### config.mk
export PLATFORM = sky130hd
export DESIGN_NAME = lprt_divider
export DESIGN_NICKNAME = d
export VERILOG_FILES = /design/src/design/lprt_pkg.sv /design/src/design/lprt_divider.sv
export SDC_FILE = /design/constraint.sdc
export NUM_CORES = 1
export LEC_CHECK = 0
export BUFFER_PORTS_ARGS = -buffer_cell sky130_fd_sc_hd__buf_4
export CELL_PAD_IN_SITES_DETAIL_PLACEMENT = 1
export CELL_PAD_IN_SITES_GLOBAL_PLACEMENT = 2
export CORE_MARGIN = 2
export CORE_UTILIZATION = 39
export DETAILED_ROUTE_END_ITERATION = 8
export PLACE_DENSITY = 0.84
export SYNTH_ARGS = -nofsm -noshare
export SYNTH_HDL_FRONTEND = slang
export SYNTH_SLANG_ARGS = --single-unit
### constraint.sdc
create_clock -name clk -period 6.2 [get_ports clk]
set_input_delay 0.31 -clock clk [delete_from_list [all_inputs] [get_ports clk]]
set_output_delay 0.31 -clock clk [all_outputs]
set_load 0.02 [all_outputs]
### src/design/lprt_pkg.sv
// Shared constants, types and the arctangent table for the lidar point tagger.
// No dependencies; every other design file imports this package.
`default_nettype none

package lprt_pkg;

  // Default structural parameters.
  localparam int COORD_WIDTH_DEF = 24;
  localparam int MAX_RINGS_DEF   = 128;

  // Field widths fixed by the block's interface.
  localparam int ANGLE_CFG_W = 18;
  localparam int RCOUNT_W    = 8;
  localparam int PERIOD_W    = 20;
  localparam int RING_W      = 7;
  localparam int TIME_W      = 22;
  localparam int BRIGHT_W    = 16;
  localparam int STATUS_W    = 2;
  localparam int CFG_IDX_W   = 4;
  localparam int CFG_DATA_W  = 20;

  // Angle arithmetic width (2^-16 rad accumulator and 2^-13 rad results).
  localparam int ANG_W        = 20;
  localparam int AZ_W         = 18;
  localparam int CORDIC_STEPS = 16;

  localparam logic signed [ANG_W-1:0] PI_FX            = 20'sd25736;
  localparam logic signed [ANG_W-1:0] HALF_PI_FX       = 20'sd12868;
  localparam logic signed [ANG_W-1:0] TWO_PI_FX        = 20'sd51472;
  localparam logic signed [ANG_W-1:0] THREE_HALF_PI_FX = 20'sd38604;
  localparam logic signed [ANG_W-1:0] THREE_PI_FX      = 20'sd77208;
  localparam logic signed [ANG_W-1:0] HALF_PI_Q16      = 20'sd102944;

  // Millidegrees per angle unit, Q16.
  localparam logic [19:0] MDEG_PER_UNIT_Q16 = 20'd458366;
  // Squared distance below which a point counts as too near.
  localparam int NEAR_LIMIT = 105;

  localparam logic signed [TIME_W-1:0] TIME_MAX = 22'sd2097151;
  localparam logic signed [TIME_W-1:0] TIME_MIN = -22'sd2097152;

  // Register indexes on the configuration port.
  localparam logic [CFG_IDX_W-1:0] CFG_LOWER  = 4'd0;
  localparam logic [CFG_IDX_W-1:0] CFG_UPPER  = 4'd1;
  localparam logic [CFG_IDX_W-1:0] CFG_RINGS  = 4'd2;
  localparam logic [CFG_IDX_W-1:0] CFG_PERIOD = 4'd3;

  // Register reset values.
  localparam logic signed [ANGLE_CFG_W-1:0] LOWER_RST  = -18'sd15000;
  localparam logic signed [ANGLE_CFG_W-1:0] UPPER_RST  = 18'sd15000;
  localparam logic [RCOUNT_W-1:0]           RINGS_RST  = 8'd16;
  localparam logic [PERIOD_W-1:0]           PERIOD_RST = 20'd100000;

  // Result status codes.
  localparam logic [STATUS_W-1:0] ST_KEPT  = 2'd0;
  localparam logic [STATUS_W-1:0] ST_NEAR  = 2'd1;
  localparam logic [STATUS_W-1:0] ST_RANGE = 2'd2;

  // Control that travels with each operand down the CORDIC row.
  typedef struct packed {
    logic vld;
    logic tag;
    logic zero;
  } cordic_ctl_t;

  // Arctangent of 2^-i in 2^-16 rad (first entry is the pi/4 seed step).
  function automatic logic signed [ANG_W-1:0] atan_tab(input logic [3:0] i);
    logic signed [ANG_W-1:0] v;
    begin
      case (i)
        4'd0:    v = 20'sd51472;
        4'd1:    v = 20'sd30386;
        4'd2:    v = 20'sd16055;
        4'd3:    v = 20'sd8150;
        4'd4:    v = 20'sd4091;
        4'd5:    v = 20'sd2047;
        4'd6:    v = 20'sd1024;
        4'd7:    v = 20'sd512;
        4'd8:    v = 20'sd256;
        4'd9:    v = 20'sd128;
        4'd10:   v = 20'sd64;
        4'd11:   v = 20'sd32;
        4'd12:   v = 20'sd16;
        4'd13:   v = 20'sd8;
        4'd14:   v = 20'sd4;
        default: v = 20'sd2;
      endcase
      return v;
    end
  endfunction

endpackage

`default_nettype wire

### src/design/lprt_divider.sv
// Restoring unsigned divider, one quotient bit per cycle.
// Depends on lprt_pkg only by house convention; shared by ring and time math.
`default_nettype none

module lprt_divider import lprt_pkg::*; #(
  parameter int NW  = 46,
  parameter int DVW = 36
) (
  input  logic           clk,
  input  logic           rst_n,
  input  logic           start,
  input  logic [NW-1:0]  dividend,
  input  logic [DVW-1:0] divisor,
  output logic [NW-1:0]  quotient,
  output logic           done
);

  localparam int CNTW = $clog2(NW + 1);

  logic [DVW-1:0]  rem_r, div_r;
  logic [NW-1:0]   quo_r;
  logic [DVW:0]    trial;
  logic            take;
  logic [CNTW-1:0] cnt_r;
  logic            busy_r, done_r;

  // Shift the next dividend bit into the partial remainder and try a subtract.
  always_comb begin
    trial = {rem_r, quo_r[NW-1]};
    take  = (trial >= {1'b0, div_r});
  end

  always_ff @(posedge clk) begin
    if (!rst_n) begin
      busy_r <= 1'b0;
      done_r <= 1'b0;
      cnt_r  <= '0;
    end else begin
      done_r <= 1'b0;
      if (start) begin
        busy_r <= 1'b1;
        cnt_r  <= CNTW'(NW);
      end else if (busy_r) begin
        cnt_r <= cnt_r - 1'b1;
        if (cnt_r == CNTW'(1)) begin
          busy_r <= 1'b0;
          done_r <= 1'b1;
        end
      end
    end
  end

  always_ff @(posedge clk) begin
    if (start) begin
      rem_r <= '0;
      div_r <= divisor;
      quo_r <= dividend;
    end else if (busy_r) begin
      rem_r <= take ? DVW'(trial - {1'b0, div_r}) : DVW'(trial);
      quo_r <= {quo_r[NW-2:0], take};
    end
  end

  assign quotient = quo_r;
  assign done     = done_r;

endmodule

`default_nettype wire

==> flow_summary.ini <==
[cells_and_area]
final_cell_mix = buf_4, edfxtp_1, nor2_1
final_common_cell = buf_4
fillers = 2008
final_nets = 930
ff_latch_area_um2 = 3340
syn2layout_area_growth_pct = 23.1
design_area_um2 = 8960
diodes = 0
layout-drive-gt1-share_pct = 31.4
multiInputGateArea_um2 = 3580

[clock_tree]
cts_tree = yes
cts_buffers = 17
cts_buffer_depth = 2
path_clk_slew_ns = 0.06
clk_latency_ns = 0.42
root_buffer = clkbuf_16
post_cts_buffers = 0
cts_resized = 0
clkSinkCount = 126
postCtsHoldBufs = 0
htreeDepth = 4

[sta]
setup_viol = 0
hold_violations = 0
fin_crit_sh_pct = 61.7
maxSlewViolCount = 0
max_freq_mhz = 261
final.min_clock_period_ns = 3.83
whs_ns = 0.0641
final.setup.tns_ns = 0
rsz0062_at_grt = no
clock_skew_ns = 0.0109
worst_slew_pin_slew_ns = 1.13
slew_headroom_pct = 24.5

[floorplan]
core_area_um2 = 18100
ioPinCount = 132
die_w_um = 141
start_util_pct = 40.1
rows = 49
die_h_um = 141
die-area_um2 = 19800

[synthesis]
synthFlopType = edfxtp_1
syn_area_per_cell_um2 = 10.6
yosysSeqAreaShare_pct = 45.9
ys_seq_elements = 126
synthCells = 685
syn_area_um2 = 7280
async_flop_share_pct = 0
syn_nets = 809
synth-simple-area-share_pct = 12.3
synth.distinct_cells = 76
synth_xor_area_share_pct = 3.61
synth_top_family_by_area = compound AO/OA/AOI/OAI gates
synth_compound_area_share_pct = 17.8
synth_adder_area_share_pct = 6.80
synthMuxAreaShare_pct = 8.64
yosysWarnings = 0
synth_edf_count = 82

[critical_path]
cp_top_family = compound AO/OA/AOI/OAI gates
critPathCaptureType = register
endpoint = rem_r[12]
regToRegStartpoint = div_r[16]
slowest_delay_ns = 0.89
r2r_end = rem_r[12]
critPathRequiredTime_ns = 6.46
critPathArrivalTime_ns = 4.09
r2r_setup_slack_ns = 2.37
critical_path_buf_inv_count = 2
critPathLaunchType = register
rr_worst_depth = 12
crit_slowest_cell = a21oi_4
critPathKind = reg -> reg
cp-startpoint = div_r[16]
crit_chain = inv_1 > ha_1 > a21oi_1 > o21ai_0 > or2_1 > nor3_4 > o21ai_4 > a21oi_4 > buf_4 > nor2_1 > a21oi_2 > a211oi_2
cp_max_fo = 37
cp.depth = 12

[drt]
dr_wl_met2_um = 9250
drtIter0Drc = 294
firstDrtPassIters = 4
wl_per_cell_um = 18.5
via_per_inst = 5.39
final_antenna_net_count = 0
vias = 5652
highest_layer = met4
drcViolationCount = 0
wirelength_um = 19300
m1WireLength_um = 8290
wl_met3_um = 1490

[placement]
place_area_um2 = 8410
portBuffers = 131
dp_hpwl_um = 14300
gp_congestion = 0.854

[power_and_ir_drop]
power.density_nw_per_um2 = 290
leakagePower_nw = 3.65
vdd_drop_max_uv = 206

[run]
maxCapViolCount = 0

[grt]
grt_usage_pct = 20.5
grt_pass1_vias = 6172
grt_max_degree = 59
gr-total-overflow = 0
grt_pass1_wl_um = 32000
antenna_found_initial = 0

[min_path]
holdCritPathClass = in -> reg

[run_status]
status = finished, final reports clean
==> synth_stat cells, drive strengths merged (2+ instances only) <==
cell	count	area [um^2]
nand3b	2	15.0
nand3	13	70.1
dfxtp	44	881
mux2	47	529
a31o	2	17.5
a21o	5	37.5
o21bai	2	15.0
a41oi	2	25.0
edfxtp	82	2460
inv	47	176
a31oi	10	77.6
and3	8	55.1
o41ai	3	33.8
a21oi	49	313
and2	3	18.8
xnor2	15	131
o21ai	31	166
xor2	15	131
nor4	4	25.0
or4	2	18.8
or3	4	25.0
buf	16	113
nor2b	8	50.1
or2	2	12.5
o21a	10	75.1
o31ai	4	43.8
ha	38	475
nor3	12	76.3
nand2b	5	31.3
a32oi	4	35.0
clkbuf	18	67.6
nor2	66	248
mux2i	10	100
nand2	44	165
a211oi	24	255
nand4	6	52.6
a22o	3	26.3
o211ai	6	45.0
o31a	3	27.5
==> kinds of logic after synthesis <==
| group | after synthesis |
|---|---|
| multiplexers | 57 |
| flip-flops | 126 |
| AO/OA/AOI/OAI | 169 |
| XOR/XNOR | 30 |
| buffers and inverters | 81 |
| AND/OR/NAND/NOR | 183 |
| adder cells (fa/ha/maj) | 39 |
==> final cells by class <==
cell class / instances / area share [%]
Clock buffer: 19 / 4.83
Multi-Input combinational cell: 478 / 40.0
Inverter: 47 / 1.97
Clock inverter: 13 / 1.31
Timing Repair Buffer: 136 / 11.4
Sequential cell: 126 / 37.3
Tap cell: 229 / 3.20
==> routing by layer <==
layer  global-route usage [%]  vias up
li1                         -     2755
met1                     24.8     2719
met2                     34.2      156
met3                     7.47       22
met4                     6.42        0
met5                        0        -
==> sequential cells by signal, indices dropped and copies added, names as in the netlist <==
| register | cells |
|---|---|
| quotient | 46 |
| div_r | 36 |
| rem_r | 36 |
| cnt_r | 6 |
| busy_r | 1 |
| done | 1 |
==> through the flow <==
| step | util (%) | std cells | setup slack (ns) | power, mW |
|---|---|---|---|---|
| floorplan | - | 685 | 3.29 | 1.48 |
| global placement | 46.4 | 1016 | 2.52 | 1.65 |
| detailed placement | 46.4 | 1016 | 2.33 | 1.67 |
| CTS | 49.4 | 1048 | 2.32 | 2.63 |
| global route | 49.4 | 1048 | 2.00 | 2.74 |
| finish | 49.4 | 1048 | 2.37 | 2.60 |
==> power by group <==
part / total [mW] / internal (mW) / leakage (nW) / switching [mW]
clock: 0.945 / 0.551 / 0.247 / 0.394
sequential: 1.03 / 0.982 / 1.18 / 0.0476
combinational: 0.625 / 0.263 / 2.22 / 0.362
total: 2.60 / 1.80 / 3.65 / 0.803
==> worst min path at each step <==
stage               depth (start not counted)  slack, ns        start   endpoint
detailed placement                          2       0.47    rem_r[22]  rem_r[22]
global route                                1       0.04  divisor[29]  div_r[29]
floorplan                                   0       0.41   divisor[0]   div_r[0]
global placement                            2       0.46     rem_r[1]   rem_r[1]
finish                                      1       0.06   divisor[4]   div_r[4]
CTS                                         1       0.04   divisor[4]   div_r[4]
Note: power is estimated with default switching activity, not from simulation.
