## src/design/lprt_pkg.sv

```systemverilog
// Shared constants, types and the arctangent table for the lidar point tagger.
// No dependencies; every other design file imports this package.
`default_nettype none

package lprt_pkg;

  // Default structural parameters.
  localparam int COORD_WIDTH_DEF = 24;
  localparam int MAX_RINGS_DEF   = 128;

  // Field widths fixed by the block's interface.
  localparam int ANGLE_CFG_W = 18;
  localparam int RCOUNT_W    = 8;
  localparam int PERIOD_W    = 20;
  localparam int RING_W      = 7;
  localparam int TIME_W      = 22;
  localparam int BRIGHT_W    = 16;
  localparam int STATUS_W    = 2;
  localparam int CFG_IDX_W   = 4;
  localparam int CFG_DATA_W  = 20;

  // Angle arithmetic width (2^-16 rad accumulator and 2^-13 rad results).
  localparam int ANG_W        = 20;
  localparam int AZ_W         = 18;
  localparam int CORDIC_STEPS = 16;

  localparam logic signed [ANG_W-1:0] PI_FX            = 20'sd25736;
  localparam logic signed [ANG_W-1:0] HALF_PI_FX       = 20'sd12868;
  localparam logic signed [ANG_W-1:0] TWO_PI_FX        = 20'sd51472;
  localparam logic signed [ANG_W-1:0] THREE_HALF_PI_FX = 20'sd38604;
  localparam logic signed [ANG_W-1:0] THREE_PI_FX      = 20'sd77208;
  localparam logic signed [ANG_W-1:0] HALF_PI_Q16      = 20'sd102944;

  // Millidegrees per angle unit, Q16.
  localparam logic [19:0] MDEG_PER_UNIT_Q16 = 20'd458366;
  // Squared distance below which a point counts as too near.
  localparam int NEAR_LIMIT = 105;

  localparam logic signed [TIME_W-1:0] TIME_MAX = 22'sd2097151;
  localparam logic signed [TIME_W-1:0] TIME_MIN = -22'sd2097152;

  // Register indexes on the configuration port.
  localparam logic [CFG_IDX_W-1:0] CFG_LOWER  = 4'd0;
  localparam logic [CFG_IDX_W-1:0] CFG_UPPER  = 4'd1;
  localparam logic [CFG_IDX_W-1:0] CFG_RINGS  = 4'd2;
  localparam logic [CFG_IDX_W-1:0] CFG_PERIOD = 4'd3;

  // Register reset values.
  localparam logic signed [ANGLE_CFG_W-1:0] LOWER_RST  = -18'sd15000;
  localparam logic signed [ANGLE_CFG_W-1:0] UPPER_RST  = 18'sd15000;
  localparam logic [RCOUNT_W-1:0]           RINGS_RST  = 8'd16;
  localparam logic [PERIOD_W-1:0]           PERIOD_RST = 20'd100000;

  // Result status codes.
  localparam logic [STATUS_W-1:0] ST_KEPT  = 2'd0;
  localparam logic [STATUS_W-1:0] ST_NEAR  = 2'd1;
  localparam logic [STATUS_W-1:0] ST_RANGE = 2'd2;

  // Control that travels with each operand down the CORDIC row.
  typedef struct packed {
    logic vld;
    logic tag;
    logic zero;
  } cordic_ctl_t;

  // Arctangent of 2^-i in 2^-16 rad (first entry is the pi/4 seed step).
  function automatic logic signed [ANG_W-1:0] atan_tab(input logic [3:0] i);
    logic signed [ANG_W-1:0] v;
    begin
      case (i)
        4'd0:    v = 20'sd51472;
        4'd1:    v = 20'sd30386;
        4'd2:    v = 20'sd16055;
        4'd3:    v = 20'sd8150;
        4'd4:    v = 20'sd4091;
        4'd5:    v = 20'sd2047;
        4'd6:    v = 20'sd1024;
        4'd7:    v = 20'sd512;
        4'd8:    v = 20'sd256;
        4'd9:    v = 20'sd128;
        4'd10:   v = 20'sd64;
        4'd11:   v = 20'sd32;
        4'd12:   v = 20'sd16;
        4'd13:   v = 20'sd8;
        4'd14:   v = 20'sd4;
        default: v = 20'sd2;
      endcase
      return v;
    end
  endfunction

endpackage

`default_nettype wire

```

## src/design/lprt_isqrt.sv

```systemverilog
// Iterative floor square root, one result bit per cycle.
// Depends on lprt_pkg only for the default width.
`default_nettype none

module lprt_isqrt import lprt_pkg::*; #(
  parameter int CW = COORD_WIDTH_DEF
) (
  input  logic              clk,
  input  logic              rst_n,
  input  logic              start,
  input  logic [2*CW-1:0]   radicand,
  output logic [CW-1:0]     root,
  output logic              done
);

  localparam int SW = 2 * CW;
  localparam int CNTW = $clog2(CW + 1);

  logic [SW-1:0]   rem_r, res_r, bit_r, rem_nxt, res_nxt, trial;
  logic [CNTW-1:0] cnt_r;
  logic            busy_r, done_r;

  // One digit step of the classic bit-pair method.
  always_comb begin
    trial = res_r + bit_r;
    if (rem_r >= trial) begin
      rem_nxt = rem_r - trial;
      res_nxt = (res_r >> 1) + bit_r;
    end else begin
      rem_nxt = rem_r;
      res_nxt = res_r >> 1;
    end
  end

  always_ff @(posedge clk) begin
    if (!rst_n) begin
      busy_r <= 1'b0;
      done_r <= 1'b0;
      cnt_r  <= '0;
    end else begin
      done_r <= 1'b0;
      if (start) begin
        busy_r <= 1'b1;
        cnt_r  <= CNTW'(CW);
      end else if (busy_r) begin
        cnt_r <= cnt_r - 1'b1;
        if (cnt_r == CNTW'(1)) begin
          busy_r <= 1'b0;
          done_r <= 1'b1;
        end
      end
    end
  end

  always_ff @(posedge clk) begin
    if (start) begin
      rem_r <= radicand;
      res_r <= '0;
      bit_r <= SW'(1) << (SW - 2);
    end else if (busy_r) begin
      rem_r <= rem_nxt;
      res_r <= res_nxt;
      bit_r <= bit_r >> 2;
    end
  end

  assign root = res_r[CW-1:0];
  assign done = done_r;

endmodule

`default_nettype wire

```

## config.mk

```make
export PLATFORM = sky130hd
export DESIGN_NAME = lprt_isqrt
export DESIGN_NICKNAME = d
export VERILOG_FILES = /design/src/design/lprt_pkg.sv /design/src/design/lprt_isqrt.sv
export SDC_FILE = /design/constraint.sdc
export NUM_CORES = 1
export LEC_CHECK = 0
export BUFFER_PORTS_ARGS = -buffer_cell sky130_fd_sc_hd__buf_4
export CORE_MARGIN = 10
export CORE_UTILIZATION = 65
export DETAILED_ROUTE_END_ITERATION = 8
export PLACE_DENSITY = 0.85
export SLEW_MARGIN = 25
export SYNTH_ARGS = -nofsm -noshare
export SYNTH_HDL_FRONTEND = slang
export SYNTH_SLANG_ARGS = --single-unit
```

## constraint.sdc

```tcl
create_clock -name clk -period 10.3 [get_ports clk]
set_clock_uncertainty 0.15 [all_clocks]
set_input_delay 0 -clock clk [delete_from_list [all_inputs] [get_ports clk]]
set_output_delay 0 -clock clk [all_outputs]
set_load 0.05 [all_outputs]
```

==> results of run 1 <==
## worst max-delay path by stage
stage / from / endpoint / slack [ns] / cells past startpoint
after floorplan: res_r[4]$_SDFFE_PP0P_ / rem_r[0]$_DFFE_PP_ / 4.39 / 18
after global placement: res_r[4]$_SDFFE_PP0P_ / rem_r[9]$_DFFE_PP_ / 4.19 / 20
after detailed placement: res_r[4]$_SDFFE_PP0P_ / rem_r[6]$_DFFE_PP_ / 4.01 / 19
after CTS: res_r[4]$_SDFFE_PP0P_ / rem_r[1]$_DFFE_PP_ / 3.96 / 20
after global routing: res_r[4]$_SDFFE_PP0P_ / rem_r[1]$_DFFE_PP_ / 3.42 / 20
final: res_r[4]$_SDFFE_PP0P_ / rem_r[20]$_DFFE_PP_ / 3.85 / 20
## routing by layer
metal,vias to the layer above,track usage (%),part of all wire [%]
met5,-,0,0
li1,5245,-,-
met3,99,5.94,6.0
met4,0,13.2,4.3
met2,376,49.7,51
met1,5067,30.4,39
## power breakdown
group,total [mW],internal [mW],switching [mW]
sequential,0.784,0.682,0.103
clock,0.576,0.337,0.239
combinational,1.78,0.730,1.05
total,3.14,1.75,1.39
## cell families after synthesis
| group | share of synthesized area, % |
|---|---|
| AOI/OAI and AO/OA | 25.0 |
| xor gates and xnor gates | 9.08 |
| adders and majority gates | 11.3 |
| buffers and inverters | 5.14 |
| DFF | 26.8 |
| muxes | 4.08 |
| and+or+nand+nor | 18.6 |
## sequential cells by signal (all words and copies together) (netlist names)
signal and flops:
bit_r 24, busy_r 1, cnt_r 5, done 1
rem_r 48, res_r 48
## Yosys cell counts (all sizes together) (12+ instances only)
| cell type | count | share of area [%] |
|---|---|---|
| a21oi | 75 | 3.3 |
| nand2 | 121 | 4.0 |
| o31ai | 12 | 0.84 |
| xnor2 | 69 | 5.4 |
| a21o | 33 | 2.3 |
| nand3 | 21 | 0.98 |
| xor2 | 48 | 3.7 |
| nor2b | 17 | 0.94 |
| dfxtp | 79 | 14 |
| a211oi | 45 | 3.0 |
| mux2i | 37 | 3.3 |
| buf | 45 | 2.6 |
| nand2b | 15 | 0.83 |
| o21bai | 20 | 1.3 |
| ha | 100 | 11 |
| nor2 | 143 | 4.8 |
| a31oi | 45 | 2.5 |
| o21a | 29 | 1.9 |
| nor3 | 31 | 1.4 |
| clkbuf | 48 | 1.6 |
| nand4 | 24 | 1.3 |
| and3 | 14 | 0.78 |
| inv | 26 | 0.87 |
| edfxtp | 48 | 13 |
| o21ai | 99 | 4.4 |
## critical path, cell delays in order (launching register included)
cell and delay [ns]:
dfxtp_1 0.39, ha_1 0.41, a211oi_1 0.11, a211oi_1 0.43, a31o_2 0.27, a21oi_1 0.16, o21ai_0 0.38, a311oi_1 0.16
o31ai_1 0.41, a21oi_1 0.17, xor2_1 0.20, ha_1 0.47, a21o_1 0.19, o21bai_1 0.11, a41oi_1 0.09, o31ai_1 0.34
nor2_1 0.11, a21o_4 0.46, nand2b_1 0.34, nand2b_2 0.11, buf_4 0.56
## what timing repair did
item / 4_1_cts / 5_1_grt
hold buffers: 68 / 0
endpoints found under the hold margin: 55 / 0
resized for setup: 0 / 0
## layout make-up
class	instances	area [um^2]	area share, %
Multi-Input combinational cell	1130	7680	59.5
Sequential cell	127	3030	23.4
Tap cell	225	282	2.18
Clock inverter	8	55.1	0.426
Inverter	27	101	0.785
Clock buffer	24	497	3.85
Timing Repair Buffer	147	1270	9.86
==> flow_metrics.py, run 1 <==
metrics = {
    "power": {
        "vdd_drop_max_uv": 252,
        "leakage_nw": 5.08,
        "power_mw": 3.14,
        "power_density_mw_per_mm2": 243,
    },
    "routing": {
        "routedWlPerCell_um": 18.8,
        "vias": 10800,
        "drc_errors": 0,
        "drtAntennaViolNets": 0,
        "viasPerCell": 6.39,
        "first_pass_iters": 7,
        "drtIter0Drc": 826,
        "wl_um": 31700,
    },
    "layout": {
        "layout_commonest_cell": "nor2_1",
        "mostFrequentLayoutCells": "nor2_1, nand2_1, ha_1, o21ai_0, buf_4",
        "postLayoutCoreUtil_pct": 75.2,
        "final_cell_count_no_fill": 1688,
        "synthToLayoutAreaGrowth_pct": 14.5,
        "diodes": 0,
        "finalInstanceArea_mm2": 0.0129,
        "fillCellCount": 1335,
        "fin_nets": 1602,
        "layout-drive-gt1-share_pct": 9.36,
    },
    "floorplan": {
        "core_mm2": 0.0172,
        "rows": 48,
        "io_pins": 76,
        "dieHeight_um": 152,
        "dieArea_mm2": 0.0230,
        "start_util_pct": 65.7,
        "fp.dieW_um": 152,
    },
    "clock_network": {
        "clock-sinks": 127,
        "clockBufferDepth": 2,
        "cts_setup_buffers": 0,
        "numCtsBuffers": 17,
        "cts_tree": "yes",
        "htreeDepth": 4,
        "insertion_delay_ns": 0.44,
        "clockRootBuffer": "clkbuf_16",
        "clkTransAtPathRegs_ns": 0.06,
    },
    "timing": {
        "min_period_over_period_pct": 62.6,
        "whs_ns": 0.00443,
        "finalSetupViolCount": 0,
        "setup_slack_ns": 3.85,
        "worstMarginPinSlew_ns": 0.903,
        "hold_violations": 0,
        "drv_slew": 0,
        "rsz0062_at_grt": "false",
        "tns_ns": 0,
        "maxSlewHeadroom_pct": 39.3,
        "fmax_ghz": 0.155,
        "period_minus_slack_ns": 6.45,
    },
    "global_route": {
        "grt_usage_pct": 27.7,
        "grt_max_degree": 78,
        "grt_pass1_wl_um": 51800,
        "first_global_vias": 10700,
        "antenna_found_initial": 0,
        "grt_overflow": 0,
    },
    "logic_synthesis": {
        "synthCells": 1377,
        "yosysWarnings": 0,
        "ys_ff_latch": 127,
        "ys_types": 76,
        "synth_nets": 1529,
        "postSynthAreaPerCell_um2": 8.19,
        "async_flop_share_pct": 0,
        "netlist_area_mm2": 0.0113,
        "synth_edf_count": 48,
        "synthFlopType": "dfxtp_1",
        "yosysSeqAreaShare_pct": 26.8,
    },
    "worst_setup_path": {
        "critPathArrivalTime_ns": 6.36,
        "critical_path_class": "register to register",
        "ff2ff_setup_slack_ns": 3.85,
        "end_kind": "register",
        "cp_max_fo": 77,
        "worst-r2r-cell-count": 20,
        "r2r-start": "res_r[4]$_SDFFE_PP0P_",
        "setup.worst_path.start_class": "register",
        "worst-endpoint-required_ns": 10.21,
        "r2r-end": "rem_r[20]$_DFFE_PP_",
    },
    "min_path": {
        "holdPathStages": 2,
        "min_to": "rem_r[40]$_DFFE_PP_",
        "worstHoldPathType": "primary input to register",
        "min_from": "start",
    },
    "placement": {
        "port_buffers": 75,
        "dp_hpwl_um": 22000,
        "place_inst": 1588,
        "dpl_cell_area_mm2": 0.0117,
        "place_congestion": 0.975,
        "place_ws_ns": 4.01,
    },
    "status": {
        "status": "complete, no violations",
    },
    "flow_run": {
        "maxCapViolCount": 0,
    },
}
Power figures use the tool's default switching activity.
==> run 2, diff against run 1 <==
CORE_UTILIZATION = 63   (was 65)
PLACE_DENSITY = 0.83   (was 0.85)
clock period = 6.2 ns   (was 10.3 ns; I/O delays follow)
==> run 2 against run 1 <==
Against the previous run:
- clock power up 75%
- maximum frequency up 12%
- non-clock buffer count down 11
- worst setup slack worse by 3.4 ns
- via count down 1.3%
- worst hold slack better by 0.078 ns
- combinational power up 64%
- total power up 66%
- utilization down 1.5 points
- flip-flop and latch count unchanged
- first-iteration DRC count down 4.0%
- die area up 2.8%
==> flow_metrics.py, run 2 (synthesis gave the netlist of run 1 again) <==
metrics = {
    "placement": {
        "dp_hpwl_um": 22000,
        "place_congestion": 0.991,
        "place_inst": 1596,
        "port_buffers": 75,
    },
    "global_route": {
        "antenna_found_initial": 0,
        "grt_overflow": 0,
        "grt_usage_pct": 25.2,
        "grt_pass1_wl_um": 50000,
        "grt_max_degree": 101,
        "first_global_vias": 10100,
    },
    "layout": {
        "postLayoutCoreUtil_pct": 73.7,
        "diodes": 0,
        "synthToLayoutAreaGrowth_pct": 13.8,
        "layout-drive-gt1-share_pct": 10.1,
        "largestRegisters": "rem_r (48), res_r (48), bit_r (24)",
        "layout_commonest_cell": "nor2_1",
        "mostFrequentLayoutCells": "nor2_1, nand2_1, ha_1, o21ai_0, buf_4",
        "fin_nets": 1591,
        "final_cell_count_no_fill": 1676,
        "fillCellCount": 1308,
    },
    "clock_network": {
        "cts_setup_buffers": 0,
        "clockRootBuffer": "clkbuf_16",
        "clkTransAtPathRegs_ns": 0.06,
        "numCtsBuffers": 17,
        "insertion_delay_ns": 0.44,
        "cts_resized": 0,
        "cts_tree": "yes",
        "htreeDepth": 4,
        "clockBufferDepth": 2,
        "clock-sinks": 127,
    },
    "worst_setup_path": {
        "critical_path_class": "register to register",
        "critPathArrivalTime_ns": 5.88,
        "r2r-end": "res_r[16]$_SDFFE_PP0P_",
        "setup.worst_path.start_class": "register",
        "worst-endpoint-required_ns": 6.34,
        "end_kind": "register",
        "cp_max_fo": 76,
        "ff2ff_setup_slack_ns": 0.45,
        "worst-r2r-cell-count": 21,
        "r2r-start": "res_r[6]$_SDFFE_PP0P_",
    },
    "floorplan": {
        "fp.dieW_um": 154,
        "io_pins": 76,
        "rows": 48,
        "dieHeight_um": 154,
        "dieArea_mm2": 0.0237,
        "core_mm2": 0.0174,
        "start_util_pct": 64.8,
    },
    "routing": {
        "drc_errors": 0,
        "viasPerCell": 6.35,
        "drtAntennaViolNets": 0,
        "wl_um": 31000,
        "first_pass_iters": 7,
        "vias": 10600,
        "drtIter0Drc": 793,
        "routedWlPerCell_um": 18.5,
    },
    "timing": {
        "drv_slew": 0,
        "finalSetupViolCount": 0,
        "whs_ns": 0.0820,
        "period_minus_slack_ns": 5.75,
        "worstMarginPinSlew_ns": 0.964,
        "tns_ns": 0,
        "fmax_ghz": 0.174,
        "rsz0062_at_grt": "false",
        "maxSlewHeadroom_pct": 35.7,
        "hold_violations": 0,
        "min_period_over_period_pct": 92.7,
    },
    "min_path": {
        "worstHoldPathType": "primary input to register",
        "holdPathStages": 2,
        "min_from": "start",
        "min_to": "bit_r[0]$_SDFFE_PP0P_",
    },
    "power": {
        "leakage_nw": 5.08,
        "power_density_mw_per_mm2": 407,
        "power_mw": 5.22,
        "vdd_drop_max_uv": 328,
    },
    "status": {
        "status": "complete, no violations",
    },
    "flow_run": {
        "maxCapViolCount": 0,
    },
}
[run 2: critical path, cell delays in order (launching register included)]
cell and delay [ns]:
dfxtp_1 0.53, ha_1 0.30, nor3_1 0.08, a211oi_1 0.45
a31o_2 0.26, a21oi_1 0.11, o21ai_0 0.34, a311oi_1 0.16
o31ai_1 0.46, a21oi_1 0.15, xor2_1 0.19, ha_1 0.41
a21o_1 0.21, o21bai_1 0.15, a41oi_1 0.26, o31ai_1 0.14
a31oi_1 0.19, a21o_4 0.14, buf_12 0.30, mux2_2 0.37
mux2i_1 0.14, nor2_1 0.06
[run 2: cell type report]
class / instances / area (um^2) / area share [%]
clock buffer: 19 / 443 / 3.45
clock inverter: 12 / 133 / 1.03
inverter: 27 / 101 / 0.790
multi-input combinational: 1130 / 7680 / 59.8
sequential: 127 / 3030 / 23.6
tap: 225 / 282 / 2.19
timing repair buffer: 136 / 1170 / 9.11
[run 2: layer usage]
| metal | wire (um) | GRT usage, % | vias up |
|---|---|---|---|
| li1 | - | - | 5221 |
| met1 | 12400 | 28.5 | 4944 |
| met2 | 15600 | 44.9 | 395 |
| met3 | 1890 | 5.30 | 88 |
| met4 | 1080 | 10.4 | 0 |
| met5 | 0 | 0 | - |
[run 2: how the worst max path moves through the flow]
stage	startpoint	end	slack (ns)	cells after the start
finish	res_r[6]$_SDFFE_PP0P_	res_r[16]$_SDFFE_PP0P_	0.45	21
global route	res_r[4]$_SDFFE_PP0P_	rem_r[18]$_DFFE_PP_	0.06	19
CTS	res_r[4]$_SDFFE_PP0P_	res_r[16]$_SDFFE_PP0P_	0.55	21
detailed placement	res_r[4]$_SDFFE_PP0P_	res_r[16]$_SDFFE_PP0P_	0.60	21
global placement	res_r[2]$_SDFFE_PP0P_	rem_r[10]$_DFFE_PP_	0.73	19
floorplan	res_r[4]$_SDFFE_PP0P_	rem_r[0]$_DFFE_PP_	0.29	18
[run 2: metrics by stage]
step / area (um^2) / setup slack (ns)
floorplan: 11300 / 0.291
global placement: 11800 / 0.731
detailed placement: 11800 / 0.599
CTS: 12800 / 0.549
global route: 12800 / 0.0603
finish: 12800 / 0.453
[run 2: what timing repair did]
| action | in CTS | in global routing |
|---|---|---|
| hold endpoints to repair | 55 | 0 |
| hold buffers | 49 | 0 |
| setup endpoints to repair | 0 | 0 |
[run 2: power by group]
| part | switching (mW) | total (mW) | internal [mW] |
|---|---|---|---|
| logic | 1.73 | 2.92 | 1.19 |
| clock network | 0.405 | 1.01 | 0.603 |
| registers | 0.161 | 1.29 | 1.13 |
| total | 2.30 | 5.22 | 2.93 |
==> run 3, diff against run 2 <==
CORE_UTILIZATION = 55   (was 63)
PLACE_DENSITY = 0.74   (was 0.83)
RECOVER_POWER = 25   (was default)
==> run 3 against run 2 <==
Against the previous run:
- first-iteration DRC count decreased by 6.1%
- global-route usage decreased by 2.8 points
- via count decreased by 1.3%
- the flow now finishes with violations (capacitance limit, slew limit)
- worst hold slack improved by 0.14 ns
- total power decreased by 1.5%
- die area increased by 13%
==> flow_metrics.py, run 3 (synthesis gave the netlist of run 1 again) <==
metrics = {
    "layout": {
        "fillCellCount": 1808,
        "largestRegisters": "rem_r (48), res_r (48), bit_r (24)",
        "fin_nets": 1594,
        "mostFrequentLayoutCells": "nor2_1, nand2_1, ha_1, o21ai_0, dfxtp_1",
        "finalInstanceArea_mm2": 0.0128,
        "multiInputGateArea_mm2": 0.00769,
        "synthToLayoutAreaGrowth_pct": 13.6,
        "layout_commonest_cell": "nor2_1",
        "diodes": 0,
        "seqCellArea_mm2": 0.00303,
        "layout-drive-gt1-share_pct": 8.73,
    },
    "clock_network": {
        "clockBufferDepth": 2,
        "htreeDepth": 4,
        "clock-sinks": 127,
        "insertion_delay_ns": 0.44,
        "cts_tree": "yes",
        "clockRootBuffer": "clkbuf_16",
        "clkTransAtPathRegs_ns": 0.07,
        "numCtsBuffers": 17,
    },
    "worst_setup_path": {
        "critPathArrivalTime_ns": 5.78,
        "critical_path_class": "register to register",
        "cp_max_fo": 48,
        "ff2ff_setup_slack_ns": 0.38,
        "setup.worst_path.start_class": "register",
        "worst-r2r-cell-count": 18,
        "worst-endpoint-required_ns": 6.16,
        "end_kind": "register",
    },
    "flow_run": {
        "maxCapViolCount": 1,
    },
    "timing": {
        "period_minus_slack_ns": 5.82,
        "whs_ns": 0.219,
        "drv_slew": 45,
        "rsz0062_at_grt": "false",
        "maxSlewHeadroom_pct": -36.6,
        "fmax_ghz": 0.172,
        "tns_ns": 0,
        "worstMarginPinSlew_ns": 2.05,
        "min_period_over_period_pct": 93.9,
        "finalSetupViolCount": 0,
        "hold_violations": 0,
    },
    "global_route": {
        "grt_usage_pct": 22.5,
        "grt_max_degree": 100,
        "antenna_found_initial": 0,
        "first_global_vias": 10100,
        "grt_overflow": 0,
        "grt_pass1_wl_um": 49700,
    },
    "routing": {
        "drtIter0Drc": 745,
        "first_pass_iters": 5,
        "drc_errors": 0,
        "viasPerCell": 6.09,
        "vias": 10500,
        "drtAntennaViolNets": 0,
        "routedWlPerCell_um": 17.7,
        "wl_um": 30500,
    },
    "power": {
        "switching_power_mw": 2.29,
        "seq_power_share_pct": 25.0,
        "swShare_pct": 44.6,
        "combPwrFrac_pct": 56.3,
        "clockPowerShare_pct": 18.7,
        "vdd_drop_max_uv": 216,
        "p_int_mw": 2.85,
        "leakage_nw": 4.98,
        "power_density_mw_per_mm2": 401,
    },
    "min_path": {
        "worstHoldPathType": "primary input to register",
        "holdPathStages": 3,
    },
    "floorplan": {
        "fp.dieW_um": 163,
        "rows": 52,
        "dieHeight_um": 163,
        "dieArea_mm2": 0.0266,
        "start_util_pct": 55.7,
        "io_pins": 76,
        "core_mm2": 0.0202,
    },
    "placement": {
        "dp_hpwl_um": 22400,
        "port_buffers": 75,
        "place_congestion": 0.940,
        "dpl_cell_area_mm2": 0.0118,
    },
    "status": {
        "violations": "capacitance limit, slew limit",
        "status": "finished with violations",
    },
}
==> run 3: changes by cell type in the layout (fill, tap and decap cells not counted), moves of 2 or more <==
cell	delta
clkbuf_1	+25
o31ai_1	-2
inv_6	+2
buf_4	-24
o31ai_2	+2
bufinv_16	-2
==> run 3: critical path, cell delays in order, from the launching register on <==
cell      delay (ns)
dfxtp_1         0.40
ha_1            0.41
a211oi_1        0.11
a211oi_1        0.46
a31o_2          0.27
a21oi_1         0.11
o21ai_0         0.35
a31oi_1         0.18
xor2_1          0.17
ha_1            0.44
nand4_1         0.23
or4_1           0.46
or4_4           0.54
nand3_2         0.11
a31oi_1         0.09
a21o_4          0.28
nand2b_1        0.25
nand2b_2        0.16
buf_12          0.28
==> run 3: what timing repair did <==
action                                  in CTS  in global routing
resized for setup                            0                  3
endpoints found under the setup margin       0                 54
endpoints found under the hold margin       66                  0
hold buffers                                50                  0
setup buffers                                0                  0
==> run 3: stage by stage <==
stage	total power, mW	std cells	utilization, %	setup WS, ns
finish	5.14	1725	63.3	0.379
global route	5.52	1725	63.3	0.0252
CTS	5.14	1725	63.7	0.317
detailed placement	4.14	1643	58.5	0.335
global placement	4.10	1643	58.5	0.543
floorplan	3.54	1377	-	0.291
==> run 3: worst paths after layout <==
path | end | startpoint
worst max-delay path | rem_r[16]$_DFFE_PP_ | res_r[4]$_SDFFE_PP0P_
worst min register to register | res_r[46]$_SDFFE_PP0P_ | res_r[47]$_SDFFE_PP0P_
worst min-delay path | cnt_r[3]$_SDFFE_PN0P_ | rst_n
worst max register to register | rem_r[16]$_DFFE_PP_ | res_r[4]$_SDFFE_PP0P_
==> run 3: final cells by class <==
class / instances / area share [%]
flip-flops and latches: 127 / 23.6
clock inverters: 13 / 0.781
inverters: 27 / 0.791
repair buffers: 139 / 8.56
well taps: 270 / 2.64
multi-input cells: 1130 / 60.1
clock buffers: 19 / 3.54
==> run 3: power groups by stage <==
stage          Combinational, mW  Clock (mW)  Sequential (mW)
4_1_cts                     2.88       0.974             1.29
2_1_floorplan               2.31           0             1.24
5_1_grt                     3.19        1.01             1.31
6_report                    2.89       0.963             1.29
3_3_place_gp                2.80           0             1.30
3_5_place_dp                2.83           0             1.31
==> run 3: routing by layer <==
layer	share of wire, %	up-vias	track usage, %
li1	-	5225	-
met3	4.6	77	4.78
met2	48	251	38.7
met5	0	-	0
met4	3.6	0	9.71
met1	43	4957	26.3
